File: src/hdl/sjfq_pkg.sv
// Shared types and constants of the shortest-job-first queue with aging.
// No dependencies; imported by the top level and its checker.
`timescale 1ns / 1ps

package sjfq_pkg;

    localparam int QUEUE_DEPTH_DEF = 16;
    localparam int MODEL_W         = 8;
    localparam int JOB_TIME_W      = 16;
    localparam int SLOT_TIME_W     = 17;
    localparam int WAIT_W          = 5;
    localparam int PERIOD_W        = 8;
    localparam int AGE_W           = 9;

    localparam logic [PERIOD_W-1:0] AGING_PERIOD_RST = 8'd2;

    typedef struct packed {
        logic                  add_job;
        logic [MODEL_W-1:0]    job_model;
        logic [JOB_TIME_W-1:0] job_time;
        logic                  do_tick;
    } req_t;

    typedef struct packed {
        logic               done_valid;
        logic [MODEL_W-1:0] done_model;
        logic               insert_dropped;
        logic [WAIT_W-1:0]  jobs_waiting;
    } res_t;

    typedef struct packed {
        logic [MODEL_W-1:0]     model;
        logic [SLOT_TIME_W-1:0] jtime;
    } entry_t;

endpackage

File: src/hdl/sjfq_ram.sv
// Generic single-write, single-read RAM with registered read data.
// No dependencies.
`timescale 1ns / 1ps

module sjfq_ram #(
    parameter int WIDTH = 8,
    parameter int DEPTH = 16
) (
    input  logic                     clk,
    input  logic                     we,
    input  logic [$clog2(DEPTH)-1:0] waddr,
    input  logic [WIDTH-1:0]         wdata,
    input  logic [$clog2(DEPTH)-1:0] raddr,
    output logic [WIDTH-1:0]         rdata
);

    logic [WIDTH-1:0] mem [DEPTH];

    always_ff @(posedge clk)
    begin
        if (we)
        begin
            mem[waddr] <= wdata;
        end
        rdata <= mem[raddr];
    end

endmodule

File: src/hdl/sjf_queue_with_aging_top.sv
// Top level of the shortest-job-first queue with aging.
// Depends on sjfq_pkg and sjfq_ram.
// Timing is set by the sorted-insert walk over the job RAM (one entry per cycle)
// and by the head read of a tick.
// Throughput: one request at a time; a new request is taken once the result
// is in the output register, even while that result still waits.
// Reset: control state cleared, aging period set to 2; RAM contents are kept.
`timescale 1ns / 1ps

module sjf_queue_with_aging_top #(
    parameter int QUEUE_DEPTH = sjfq_pkg::QUEUE_DEPTH_DEF
) (
    input  logic                                clk,
    input  logic                                rst_n,
    input  logic                                job_valid,
    output logic                                job_ready,
    input  sjfq_pkg::req_t                      job,
    output logic                                res_valid,
    input  logic                                res_ready,
    output sjfq_pkg::res_t                      res,
    input  logic                                cfg_we,
    input  logic [sjfq_pkg::PERIOD_W-1:0]       cfg_wdata
);

    import sjfq_pkg::*;

    localparam int AW = $clog2(QUEUE_DEPTH);
    localparam int CW = $clog2(QUEUE_DEPTH + 1);
    localparam logic [AW:0]   DEPTH_W    = (AW+1)'(QUEUE_DEPTH);
    localparam logic [CW-1:0] COUNT_FULL = CW'(QUEUE_DEPTH);
    localparam logic [CW-1:0] COUNT_ONE  = CW'(1);

    typedef enum logic [8:0] {
        S_IDLE    = 9'b000000001,
        S_INS_RD  = 9'b000000010,
        S_INS_CMP = 9'b000000100,
        S_INS_PUT = 9'b000001000,
        S_TICK    = 9'b000010000,
        S_AGE_RD  = 9'b000100000,
        S_AGE_WT  = 9'b001000000,
        S_HEAD_RD = 9'b010000000,
        S_HEAD_WT = 9'b100000000
    } state_t;

    localparam state_t S_FIN_NONE = S_IDLE;

    state_t                  state_reg, state_next;
    logic                    fin_reg, fin_next;
    logic [AW-1:0]           head_reg, head_next;
    logic [CW-1:0]           count_reg, count_next;
    logic signed [AGE_W-1:0] age_reg, age_next;
    logic [PERIOD_W-1:0]     period_reg, period_next;
    logic [AW-1:0]           idx_reg, idx_next;
    entry_t                  new_reg, new_next;
    logic                    tick_reg, tick_next;
    logic                    aging_reg, aging_next;
    logic                    dropped_reg, dropped_next;
    logic                    done_v_reg, done_v_next;
    logic [MODEL_W-1:0]      done_m_reg, done_m_next;
    logic                    res_valid_reg, res_valid_next;
    res_t                    res_reg, res_next;

    logic                    ram_we;
    logic [AW-1:0]           waddr_off, raddr_off;
    logic [AW-1:0]           ram_waddr, ram_raddr;
    entry_t                  ram_wdata;
    logic [$bits(entry_t)-1:0] ram_rdata_raw;
    entry_t                  ram_rdata;
    logic [CW+WAIT_W-1:0]    count_ext;
    logic                    age_due;
    logic                    age_room;

    function automatic logic [AW-1:0] wrap_addr(input logic [AW-1:0] base,
                                                 input logic [AW-1:0] off);
        logic [AW:0] sum;
        sum = {1'b0, base} + {1'b0, off};
        if (sum >= DEPTH_W)
        begin
            sum = sum - DEPTH_W;
        end
        return sum[AW-1:0];
    endfunction

    sjfq_ram #(
        .WIDTH ($bits(entry_t)),
        .DEPTH (QUEUE_DEPTH)
    ) u_ram (
        .clk   (clk),
        .we    (ram_we),
        .waddr (ram_waddr),
        .wdata (ram_wdata),
        .raddr (ram_raddr),
        .rdata (ram_rdata_raw)
    );

    assign ram_rdata = entry_t'(ram_rdata_raw);
    assign ram_waddr = wrap_addr(head_reg, waddr_off);
    assign ram_raddr = wrap_addr(head_reg, raddr_off);
    assign count_ext = {{WAIT_W{1'b0}}, count_reg};
    assign age_due   = age_reg >= $signed({1'b0, period_reg});
    assign age_room  = age_reg < $signed({1'b0, period_reg});

    assign job_ready = (state_reg == S_IDLE) && !fin_reg;
    assign res_valid = res_valid_reg;
    assign res       = res_reg;

    always_comb
    begin
        state_next     = state_reg;
        fin_next       = fin_reg;
        head_next      = head_reg;
        count_next     = count_reg;
        age_next       = age_reg;
        period_next    = cfg_we ? cfg_wdata : period_reg;
        idx_next       = idx_reg;
        new_next       = new_reg;
        tick_next      = tick_reg;
        aging_next     = aging_reg;
        dropped_next   = dropped_reg;
        done_v_next    = done_v_reg;
        done_m_next    = done_m_reg;
        res_valid_next = res_valid_reg && !res_ready;
        res_next       = res_reg;
        ram_we         = 1'b0;
        waddr_off      = idx_reg;
        raddr_off      = '0;
        ram_wdata      = new_reg;

        case (state_reg)
            S_IDLE:
            begin
                if (fin_reg)
                begin
                    if (!res_valid_reg || res_ready)
                    begin
                        res_valid_next          = 1'b1;
                        res_next.done_valid     = done_v_reg;
                        res_next.done_model     = done_m_reg;
                        res_next.insert_dropped = dropped_reg;
                        res_next.jobs_waiting   = count_ext[WAIT_W-1:0];
                        fin_next                = 1'b0;
                    end
                end
                else if (job_valid)
                begin
                    tick_next    = job.do_tick;
                    new_next     = '{model: job.job_model, jtime: {1'b0, job.job_time}};
                    dropped_next = 1'b0;
                    done_v_next  = 1'b0;
                    done_m_next  = '0;
                    aging_next   = 1'b0;
                    if (job.add_job && count_reg != COUNT_FULL)
                    begin
                        count_next = count_reg + COUNT_ONE;
                        idx_next   = count_reg[AW-1:0];
                        state_next = S_INS_RD;
                    end
                    else
                    begin
                        dropped_next = job.add_job;
                        if (job.do_tick)
                        begin
                            state_next = S_TICK;
                        end
                        else
                        begin
                            fin_next = 1'b1;
                        end
                    end
                end
            end

            S_INS_RD, S_INS_CMP, S_INS_PUT:
            begin
                if (state_reg == S_INS_RD && idx_reg != '0)
                begin
                    raddr_off  = idx_reg - AW'(1);
                    state_next = S_INS_CMP;
                end
                else if (state_reg == S_INS_CMP && ram_rdata.jtime > new_reg.jtime)
                begin
                    ram_we    = 1'b1;
                    ram_wdata = ram_rdata;
                    idx_next  = idx_reg - AW'(1);
                    if (idx_reg == AW'(1))
                    begin
                        state_next = S_INS_PUT;
                    end
                    else
                    begin
                        raddr_off = idx_reg - AW'(2);
                    end
                end
                else
                begin
                    ram_we = 1'b1;
                    if (aging_reg)
                    begin
                        state_next = S_HEAD_RD;
                    end
                    else if (tick_reg)
                    begin
                        state_next = S_TICK;
                    end
                    else
                    begin
                        state_next = S_FIN_NONE;
                        fin_next   = 1'b1;
                    end
                end
            end

            S_TICK:
            begin
                if (count_reg == '0)
                begin
                    if (age_room)
                    begin
                        age_next = age_reg + 9'sd1;
                    end
                    state_next = S_FIN_NONE;
                    fin_next   = 1'b1;
                end
                else if (age_due && count_reg > COUNT_ONE)
                begin
                    age_next   = -9'sd1;
                    aging_next = 1'b1;
                    state_next = S_AGE_RD;
                end
                else
                begin
                    state_next = S_HEAD_RD;
                end
            end

            S_AGE_RD:
            begin
                raddr_off  = count_reg[AW-1:0] - AW'(1);
                state_next = S_AGE_WT;
            end

            S_AGE_WT:
            begin
                new_next.model = ram_rdata.model;
                new_next.jtime = (ram_rdata.jtime == '0) ? '0 :
                                 ram_rdata.jtime - SLOT_TIME_W'(1);
                idx_next       = count_reg[AW-1:0] - AW'(1);
                state_next     = S_INS_RD;
            end

            S_HEAD_RD:
            begin
                state_next = S_HEAD_WT;
            end

            S_HEAD_WT:
            begin
                if (ram_rdata.jtime <= SLOT_TIME_W'(1))
                begin
                    done_v_next = 1'b1;
                    done_m_next = ram_rdata.model;
                    head_next   = wrap_addr(head_reg, AW'(1));
                    count_next  = count_reg - COUNT_ONE;
                end
                else
                begin
                    ram_we          = 1'b1;
                    waddr_off       = '0;
                    ram_wdata.model = ram_rdata.model;
                    ram_wdata.jtime = ram_rdata.jtime - SLOT_TIME_W'(1);
                    if (age_room)
                    begin
                        age_next = age_reg + 9'sd1;
                    end
                end
                state_next = S_FIN_NONE;
                fin_next   = 1'b1;
            end

            default:
            begin
                state_next = S_IDLE;
            end
        endcase
    end

    always_ff @(posedge clk or negedge rst_n)
    begin
        if (!rst_n)
        begin
            state_reg     <= S_IDLE;
            fin_reg       <= 1'b0;
            head_reg      <= '0;
            count_reg     <= '0;
            age_reg       <= '0;
            period_reg    <= AGING_PERIOD_RST;
            res_valid_reg <= 1'b0;
        end
        else
        begin
            state_reg     <= state_next;
            fin_reg       <= fin_next;
            head_reg      <= head_next;
            count_reg     <= count_next;
            age_reg       <= age_next;
            period_reg    <= period_next;
            res_valid_reg <= res_valid_next;
        end
    end

    always_ff @(posedge clk)
    begin
        idx_reg     <= idx_next;
        new_reg     <= new_next;
        tick_reg    <= tick_next;
        aging_reg   <= aging_next;
        dropped_reg <= dropped_next;
        done_v_reg  <= done_v_next;
        done_m_reg  <= done_m_next;
        res_reg     <= res_next;
    end

endmodule

File: config.mk
export PLATFORM = sky130hd
export DESIGN_NAME = sjf_queue_with_aging_top
export DESIGN_NICKNAME = d
export VERILOG_FILES = /design/src/hdl/sjfq_pkg.sv /design/src/hdl/sjfq_ram.sv /design/src/hdl/sjf_queue_with_aging_top.sv
export SDC_FILE = /design/constraint.sdc
export NUM_CORES = 1
export LEC_CHECK = 0
export BUFFER_PORTS_ARGS = -buffer_cell sky130_fd_sc_hd__clkbuf_2
export CAP_MARGIN = 20
export CORE_MARGIN = 3
export CORE_UTILIZATION = 55
export DETAILED_ROUTE_END_ITERATION = 6
export GPL_TIMING_DRIVEN = 0
export PLACE_DENSITY = 0.75
export SETUP_SLACK_MARGIN = 0.4
export SLEW_MARGIN = 20
export SYNTH_ARGS = -nofsm -noshare
export SYNTH_HDL_FRONTEND = slang
export SYNTH_HIERARCHICAL = 1
export SYNTH_SLANG_ARGS = --single-unit
File: constraint.sdc
create_clock -name clk -period 6.83 [get_ports clk]
set_input_delay 1.7075 -clock clk [delete_from_list [all_inputs] [get_ports clk]]
set_output_delay 1.7075 -clock clk [all_outputs]
set_load 0.01 [all_outputs]
## Word-level counts from Yosys, hierarchy flattened

Memory sizes are Yosys's and may differ from the RTL's. A register that Yosys moved wholly into a read port is not among the register bits.
Cells that the tools add are included.
W data, S select, Z words.

| storage, ports and cells | value |
|---|---|
| bits in registers | 93 |
| bits in writable memories | 400 |
| input port bits | 39 |
| output and inout port bits | 17 |
| word-level logic and storage cells | 175 |
| memories | 1 |

| operators by class | value |
|---|---|
| add/subtract/negate cells | 13 |
| order comparisons | 8 |
| equal/unequal tests | 27 |
| mux-type cells | 75 |
| bitwise logic cells | 1 |
| reductions and logical operators | 31 |

Memories:

| memory | depth | bits a word | read ports | clocked after memory_dff | wr ports | line | RTL |
|---|---|---|---|---|---|---|---|
| u_ram.mem | 16 | 25 | 1 | 1 | 1 | sjfq_ram.sv:17 | `logic [WIDTH-1:0] mem [DEPTH];` |

Operator list:

| operator | count |
|---|---|
| $mux W25 | 5 |
| $pmux W25 S2 | 2 |
| $mux W9 | 11 |
| $pmux W9 S6 | 1 |
| $mux W4 | 13 |
| $mux W8 | 6 |
| $mux W5 | 5 |
| $ne A2 B2 Y1 const B | 12 |
| $mux W1 | 22 |
| $sub A4 B1 Y4 const B | 5 |
| $pmux W9 S2 | 1 |
| $gt A17 B17 Y1 | 1 |
| $le A17 B1 Y1 const B | 1 |
| $logic_not A17 Y1 | 1 |
| $mux W17 | 1 |
| $sub A17 B1 Y17 const B | 1 |
| $pmux W8 S2 | 1 |
| $ge A5 B5 Y1 const B | 3 |
| $pmux W4 S3 | 1 |
| $reduce_and A3 Y1 | 4 |
| $reduce_and A6 Y1 | 2 |
| $add A4 B4 Y5 | 2 |
| $pmux W5 S2 | 1 |
| $reduce_and A5 Y1 | 2 |
| 37 further kinds | 51 |

## Logic depth before layout (Yosys ltp)

Gate-level depths: netlist (run 1).

| logic depth | value |
|---|---|
| depth in word-level cells | 8 |
| mapped depth | 19 |
| mapped depth without buffers | 15 |

## By module

Netlist (run 1), hierarchy kept.

Modules (own cells, without submodules):

| module | times used | cells an instance | area each (µm²) | sequential area each (µm²) |
|---|---|---|---|---|
| sjfq_ram | 1 | 660 | 15551.2 | 12512.0 |
| sjf_queue_with_aging_top | 1 | 624 | 6100.9 | 2610.0 |

## Worst setup path after synthesis (run 1)

Ideal clock, no wire load.

| timing | value |
|---|---|
| path type | register to register |
| start point | register state_reg[4] |
| end point | memory u_ram/mem[0][0] (netlist name) (enable) |
| library setup time | 438 ps |
| data arrival time | 4833 ps |
| required time | 6392 ps |
| slack | 1559 ps |
| stages on the path, launching flop included | 14 |
| path buffers | 2 |
| clock period less this slack | 5271 ps |
| path through | dfrtp_1 -> nor4_4 -> and3_1 -> clkbuf_2 -> o21a_1 -> buf_1 -> nor2_1 -> ha_1 -> a21o_1 -> a21oi_1 -> xnor2_1 -> xnor2_1 -> or3b_2 -> nor3_1 |

| between the ends | value |
|---|---|
| elaborated cells on any way between the ends | 15 |
| classes of those cells | add/sub: 2; order compare: 1; eq/ne: 4; mux: 6; reduce/logical: 2 |

RTL lines:

| element | line | RTL |
|---|---|---|
| start, declared | sjf_queue_with_aging_top.sv:47 | `state_t state_reg, state_next;` |
| start signal, assigned | sjf_queue_with_aging_top.sv:301 | `state_reg <= state_next;` |
| $eq A9 B9 Y1 * | sjf_queue_with_aging_top.sv:129 | `case (state_reg)` |
| $mux W4 * | sjf_queue_with_aging_top.sv:129 |  |
| $add A4 B4 Y5 * | sjf_queue_with_aging_top.sv:76 | `sum = {1'b0, base} + {1'b0, off};` |
| $sub A4 B1 Y4 or $ge A5 B5 Y1 (tied branches) | sjf_queue_with_aging_top.sv:79, sjf_queue_with_aging_top.sv:77 |  |
| $mux W4 * | sjf_queue_with_aging_top.sv:77 | `if (sum >= DEPTH_W)` |
| named net ram_waddr[3] | sjf_queue_with_aging_top.sv:65 | `logic [AW-1:0] ram_waddr, ram_raddr;` |
| end, declared | sjfq_ram.sv:17 |  |

The timed path passes the listed nets; every way through them passes the cells marked *.

## Worst setup path after layout (run 1)

| timing | value |
|---|---|
| start point | register state_reg[4] |
| end point | memory u_ram/mem[8][12] (netlist name) (enable) |

Same word-level chain as after synthesis.

==> results of run 1 <==
==> worst max path at each step <==
stage | to | from
after CTS | u_ram/mem[8][12]$_DFFE_PP_ | state_reg[4]$_DFFE_PN0P_
final | u_ram/mem[8][12]$_DFFE_PP_ | state_reg[4]$_DFFE_PN0P_
after detailed placement | u_ram/mem[8][6]$_DFFE_PP_ | state_reg[4]$_DFFE_PN0P_
after global routing | u_ram/mem[8][6]$_DFFE_PP_ | state_reg[4]$_DFFE_PN0P_
after global placement | u_ram/mem[0][9]$_DFFE_PP_ | state_reg[4]$_DFFE_PN0P_
after floorplan | u_ram/mem[0][0]$_DFFE_PP_ | state_reg[4]$_DFFE_PN0P_
==> cell families (layout without fill, tap and decap cells) <==
family | Yosys count | count (layout)
muxes | 119 | 119
DFF | 518 | 518
adders and majority gates | 46 | 46
and+or+nand+nor | 271 | 271
buffers and inverters | 102 | 282
xor gates and xnor gates | 32 | 32
AOI/OAI and AO/OA | 196 | 196
==> cells in the final DEF, fill, tap and decap left out, types with 9 or more instances in the layout <==
| cell | instances |
|---|---|
| edfxtp_1 | 456 |
| mux4_2 | 100 |
| nand2_1 | 89 |
| clkbuf_2 | 56 |
| a22oi_1 | 51 |
| clkbuf_16 | 51 |
| ha_1 | 44 |
| inv_1 | 43 |
| nor2_1 | 40 |
| clkbuf_1 | 39 |
| o21ai_0 | 38 |
| a21oi_1 | 35 |
| dfrtp_1 | 35 |
| dfxtp_1 | 25 |
| xnor2_1 | 21 |
| nor3_1 | 20 |
| buf_4 | 18 |
| mux2_2 | 17 |
| and2_1 | 17 |
| nand3_1 | 13 |
| nand4_1 | 12 |
| clkinv_1 | 12 |
| clkinv_2 | 12 |
| nor2_4 | 12 |
| xor2_1 | 11 |
| buf_6 | 10 |
| a21o_1 | 10 |
| buf_1 | 9 |
==> per-stage QoR <==
stage / instance area [um^2] / setup WS (ns) / std cells
finish: 24800 / 1.35 / 1982
global route: 24800 / 1.00 / 1982
CTS: 24800 / 1.39 / 1981
detailed placement: 23100 / 1.43 / 1885
global placement: 22600 / -0.846 / 1857
floorplan: 21700 / 1.56 / 1284
==> layout make-up <==
class / instances / area (um^2) / area share, %
Multi-Input combinational cell: 664 / 6210 / 25.0
Inverter: 43 / 161 / 0.650
Clock inverter: 35 / 353 / 1.42
Clock buffer: 61 / 1320 / 5.33
Sequential cell: 518 / 15100 / 60.9
Tap cell: 518 / 648 / 2.61
Buffer: 59 / 299 / 1.20
Timing Repair Buffer: 84 / 716 / 2.88
==> Yosys cell counts (all sizes together), types with 7 or more instances <==
| master | count |
|---|---|
| a22oi | 51 |
| a21oi | 35 |
| nor2 | 54 |
| nand2 | 90 |
| ha | 44 |
| dfxtp | 25 |
| edfxtp | 456 |
| or4 | 7 |
| mux2 | 17 |
| o21ai | 43 |
| a21o | 10 |
| or3 | 9 |
| xnor2 | 21 |
| nand3 | 14 |
| inv | 43 |
| buf | 28 |
| mux4 | 100 |
| xor2 | 11 |
| o31ai | 12 |
| nand4 | 13 |
| clkbuf | 31 |
| nor4 | 9 |
| nor3 | 25 |
| and2 | 17 |
| dfrtp | 35 |
==> routing by layer <==
metal / up-vias / wire length [um]
li1: 5383 / -
met1: 6207 / 19500
met2: 592 / 24600
met3: 115 / 4430
met4: 0 / 1610
met5: - / 0
==> worst max-delay path: cells and delay by family (launching register included) <==
| family | cells | cell delay [ns] |
|---|---|---|
| AOI/OAI and AO/OA | 3 | 0.64 |
| xor gates and xnor gates | 2 | 0.45 |
| and+or+nand+nor | 5 | 1.96 |
| buffers and inverters | 4 | 1.35 |
| adders and majority gates | 1 | 0.31 |
| DFF | 1 | 0.47 |
==> where the power goes <==
part	leakage (nW)	switching [mW]	internal, mW
clock	0.821	1.19	1.62
sequential	4.81	0.192	3.96
combinational	2.91	1.04	0.555
==> reports/results.ini, run 1 <==
[status]
status = complete, no violations

[power_and_ir_drop]
p_leak_nw = 8.54
power.density_nw_per_um2 = 344
finalPower_mw = 8.55
ir_drop_v = 0.000223

[logic_synthesis]
async_flop_share_pct = 7.14
synth_top_family_by_area = multiplexers
synth_xor_area_share_pct = 1.29
synth_nets = 1369
synthCells = 1284
synth_compound_area_share_pct = 6.18
ys_ff_latch = 518
synth_cell_types = 74
syn-cell-area_um2 = 21700
ys_warn_count = 6
synth_area_leader_cell = edfxtp_1
synth_top_area_share_pct = 63.2
synth_flop_cell = edfxtp_1
syn_avg_cell_area_um2 = 16.9
synth_edf_count = 456
synthAdderAreaFrac_pct = 2.73
synthTopCellsByArea = edfxtp_1 (63%), mux4_2 (10%), dfrtp_1 (4.0%)
ys_seq_area_share_pct = 69.8
synth.mux.area_fraction_pct = 11.4
yosys.area_share.simple_pct = 6.45

[grt]
gr-total-overflow = 0
grt_pass1_vias = 12864
grt_pass1_wl_mm = 77.2
grt_usage_pct = 24.8
antenna_found_initial = 0
met2_usage_pct = 40.2
grt-busiest-layer = met2
met3_usage_pct = 5.48
use_met1_pct = 33.5
grt_max_degree = 38

[clocking]
htreeDepth = 2
cts_resized = 0
cts_setup_buffers = 0
cts.clk_slew.worst_paths_ns = 0.06
clock_sinks = 518
tritoncts = done
cts_buffers = 51
holdBufCountCts = 0
clockBufferDepth = 3
insertion_delay_ns = 0.61
root_buffer = clkbuf_16

[cells_and_area]
synthToLayoutAreaGrowth_pct = 14.7
largest_reg_flops = 400
nFillCells = 2648
final_util_pct = 64.1
nets = 1506
diodes = 0
drive_gt1_share_pct = 23.1

[setup_path]
path_cells = nor4_4, and3_1, clkbuf_2, o21a_1, buf_1, nor2_1, ha_1, a21o_1, a21oi_1, xnor2_1, xnor2_1, nand3b_1, nor3_2, buf_4, buf_4
cp-end-kind = flop
worstRegToRegCells = 15
rrSetupSlack_ns = 1.35
r2r_start = state_reg[4]$_DFFE_PN0P_
start_kind = flop
path_class = flop to flop
cp_slowest_cell = nor3_2
worstPathArrival_ns = 5.78
crit_required_ns = 7.13
cp_max_fo = 10
slowest_delay_ns = 0.72
r2r_end = u_ram/mem[8][12]$_DFFE_PP_

[worst_hold_path]
holdPathEnd = res[8]$_DFFE_PP_
whs_path_depth = 0
min-delay-start = done_m_reg[2]$_SDFFCE_PN0P_
hold_class = flop to flop

[route]
vias = 12297
drt_iter0_drc = 1429
drt_wl_total_mm = 50.1
wl_per_cell_um = 25.3
drt_first_pass_iters = 5
ant_nets = 0
drc_errors = 0
viasPerCell = 6.20

[place]
portBuffers = 55
dp_hpwl_mm = 33.3
place_congestion = 0.884

[die]
ioPinCount = 56
die_y_um = 204
start_util_pct = 55.9
coreArea_um2 = 38700
chipWidth_um = 204
fp-row-count = 72
dieArea_um2 = 41800

[sta]
slew_headroom_pct = 31.2
finalHoldViolations = 0
fin_tns_setup_ns = 0
rsz0062_at_grt = false
fin_crit_sh_pct = 80.3
tightestPinTransition_ns = 1.03
fin_crit_ns = 5.48
final_max_slew_viol_count = 0
clock_skew_ns = 0.0207
fmax_ghz = 0.182
holdWs_ns = 0.419
setup_viol = 0

[flow_run]
drv_cap = 0

No activity file was read; power rests on OpenSTA's default activity.
==> inputs of run 2 (changes only) <==
--- a/config.mk
+++ b/config.mk
@@ -5,13 +5,14 @@
 export SDC_FILE = /design/constraint.sdc
 export NUM_CORES = 1
 export LEC_CHECK = 0
+export ABC_AREA = 1
 export BUFFER_PORTS_ARGS = -buffer_cell sky130_fd_sc_hd__clkbuf_2
 export CAP_MARGIN = 20
 export CORE_MARGIN = 3
 export CORE_UTILIZATION = 55
 export DETAILED_ROUTE_END_ITERATION = 6
 export GPL_TIMING_DRIVEN = 0
-export PLACE_DENSITY = 0.75
+export PLACE_DENSITY = 0.77
 export SETUP_SLACK_MARGIN = 0.4
 export SLEW_MARGIN = 20
 export SYNTH_ARGS = -nofsm -noshare
==> constraint.sdc (replaced) <==
create_clock -name clk -period 4.7 [get_ports clk]
set_input_delay 1.175 -clock clk [delete_from_list [all_inputs] [get_ports clk]]
set_output_delay 1.175 -clock clk [all_outputs]
set_load 0.01 [all_outputs]
==> run 2 against run 1 <==
Effect of this change:
- first-iteration DRC count grew 58%
- register-to-register slack lost 0.97 ns
- flip-flop and latch count unchanged
- final area grew 14%
- core utilization up 0.50 points
- die area is 13% higher
- combinational power increased to 2.5 times the previous value
- non-clock buffer count is 44 higher
- highest routed layer unchanged
==> reports/results.ini, run 2 <==
[status]
status = complete, no violations

[place]
dp_hpwl_mm = 45.9
dpl-instance-area_um2 = 26200
pre_cts_slack_ns = 0.00549
place_congestion = 0.928
portBuffers = 55
dp.cells = 3228

[die]
start_util_pct = 56.5
ioPinCount = 56
die_y_um = 218
chipWidth_um = 218
coreArea_um2 = 43600
dieArea_um2 = 47400
fp-row-count = 76

[clocking]
clockBufferDepth = 3
tritoncts = done
clock_sinks = 518
htreeDepth = 2
root_buffer = clkbuf_16
holdBufCountCts = 0
cts_buffers = 53
insertion_delay_ns = 0.63
cts.clk_slew.worst_paths_ns = 0.06

[grt]
grt_max_degree = 38
met2_usage_pct = 46.7
use_met1_pct = 36.6
grt_usage_pct = 27.9
grt_pass1_vias = 18404
grt_pass1_wl_mm = 101
met3_usage_pct = 4.90
grt-busiest-layer = met2
gr-total-overflow = 0
antenna_found_initial = 1

[logic_synthesis]
synth_edf_count = 456
synth.most_common_cell = nand2_1
synthCells = 2573
syn_avg_cell_area_um2 = 9.58
synth_top_family_by_area = simple AND/OR/NAND/NOR gates
yosys.area_share.simple_pct = 22.9
synth_compound_area_share_pct = 2.51
syn-cell-area_um2 = 24700
synthTopCellsByArea = edfxtp_1 (56%), nand2_1 (12%), nand3_1 (8.1%)
synth_xor_area_share_pct = 1.14
synth_nets = 2658
async_flop_share_pct = 7.14
synthAdderAreaFrac_pct = 2.40
ys_seq_area_share_pct = 61.3
synth_common_cells = nand2_1 (771), edfxtp_1 (456), inv_1 (431), nand3_1 (398), nor2_1 (103)
synth_flop_cell = edfxtp_1
ys_warn_count = 6
synth_area_leader_cell = edfxtp_1
ys_ff_latch = 518
synth_cell_types = 45
synth_top_area_share_pct = 55.5
synth.mux.area_fraction_pct = 0.183

[sta]
tightestPinTransition_ns = 0.944
fin_tns_setup_ns = 0
clock_skew_ns = 0.0404
fmax_ghz = 0.231
final_max_slew_viol_count = 0
slew_headroom_pct = 37.1
fin_crit_sh_pct = 92.0
finalHoldViolations = 0
setup_viol = 0
rsz0062_at_grt = true
setup_ws_ns = 0.376
fin_crit_ns = 4.32

[setup_path]
cp_slowest_cell = nor2_4
slowest_delay_ns = 0.80
start_kind = flop
path_cells = nor2_1, nand2_2, nor3_4, nand3_2, buf_2, nand2_1, inv_1, ha_1, a21oi_1, nand2_1, xor2_1, xnor2_1, inv_1, nand3b_1, nor2_4
critPathBufInv = 3
cp-end-kind = flop
r2r_start = state_reg[2]$_DFFE_PN0P_
worstPathArrival_ns = 4.55
path_class = flop to flop
critPathTopFamily = simple AND/OR/NAND/NOR gates
cp_max_fo = 25
startpoint = state_reg[2]$_DFFE_PN0P_
crit_required_ns = 4.92

[route]
vias = 18746
viasPerCell = 5.62
drt_wl_total_mm = 67.3
ant_nets = 0
drt_first_pass_iters = 5
drt_iter0_drc = 2264
wl_per_cell_um = 20.2
drc_errors = 0

[power_and_ir_drop]
power.density_nw_per_um2 = 538
p_leak_nw = 12.5
finalPower_mw = 15.2
ir_drop_v = 0.000324

[cells_and_area]
mostFrequentLayoutCells = nand2_1 (771), edfxtp_1 (456), inv_1 (429)
drive_gt1_share_pct = 11.6
layout_commonest_cell = nand2_1
fin_cells = 3338
final_area_um2 = 28200
synthToLayoutAreaGrowth_pct = 14.4
largest_reg_flops = 400
diodes = 0
nets = 2795
nFillCells = 3260

[flow_run]
drv_cap = 0

[worst_hold_path]
min-delay-start = done_m_reg[6]$_SDFFCE_PN0P_
hold_class = flop to flop

run 2: changes by cell type in the layout (fill, tap and decap cells not counted), moves of 18 or more:
cell / delta
mux4_2: -100
buf_2: +21
buf_4: +18
a22oi_1: -43
nand3_1: +378
nand2_1: +682
nor2_1: +47
inv_1: +386
run 2: cells by family (layout without fill, tap and decap cells):
family,after synthesis,count (layout)
adders and majority gates,46,46
buffers and inverters,542,722
xor gates and xnor gates,32,32
and+or+nand+nor,1324,1324
AOI/OAI and AO/OA,108,108
DFF,518,518
muxes,3,3
run 2: report_power, final:
| part | internal (mW) | switching, mW | total (mW) |
|---|---|---|---|
| sequential | 6.43 | 0.327 | 6.76 |
| clock | 2.58 | 1.77 | 4.36 |
| combinational | 0.989 | 3.07 | 4.06 |
run 2: path summary, 6_finish.rpt:
kind	cells after the start	endpoint	slack [ns]
max	15	u_ram/mem[8][5]$_DFFE_PP_	0.38
min	0	res[12]$_DFFE_PP_	0.42
max reg2reg	15	u_ram/mem[8][5]$_DFFE_PP_	0.38
min reg2reg	0	res[12]$_DFFE_PP_	0.42
max in group asynchronous	1	head_reg[3]$_DFFE_PN0P_	3.40
min in group asynchronous	1	count_reg[1]$_DFFE_PN0P_	0.70
run 2: layout make-up:
cell class              count  area (um^2)  area share [%]
flip-flops and latches    518        15100            53.6
multi-input cells        1513         7350            26.1
inverters                 437         1640            5.82
clock buffers              68         1380            4.90
repair buffers             82          805            2.85
plain buffers             105          753            2.67
well taps                 585          732            2.60
clock inverters            30          414            1.47
run 2: metrics by stage:
step / hold WS (ns) / util (%)
finish: 0.421 / 64.6
global route: 0.434 / 64.6
floorplan: 0.400 / -
detailed placement: 0.408 / 60.0
CTS: 0.426 / 64.1
global placement: 0.403 / 58.8
run 2: repair_timing:
action	in CTS	in global routing
hold endpoints to repair	0	0
resized for setup	6	39
buffers inserted	0	12
setup endpoints to repair	25	271
pin swaps	0	10
run 2: metal layers:
layer / part of all wire, % / routed length, um
met1: 39 / 26200
met2: 48 / 32300
met3: 9.7 / 6530
met4: 3.3 / 2190
met5: 0 / 0
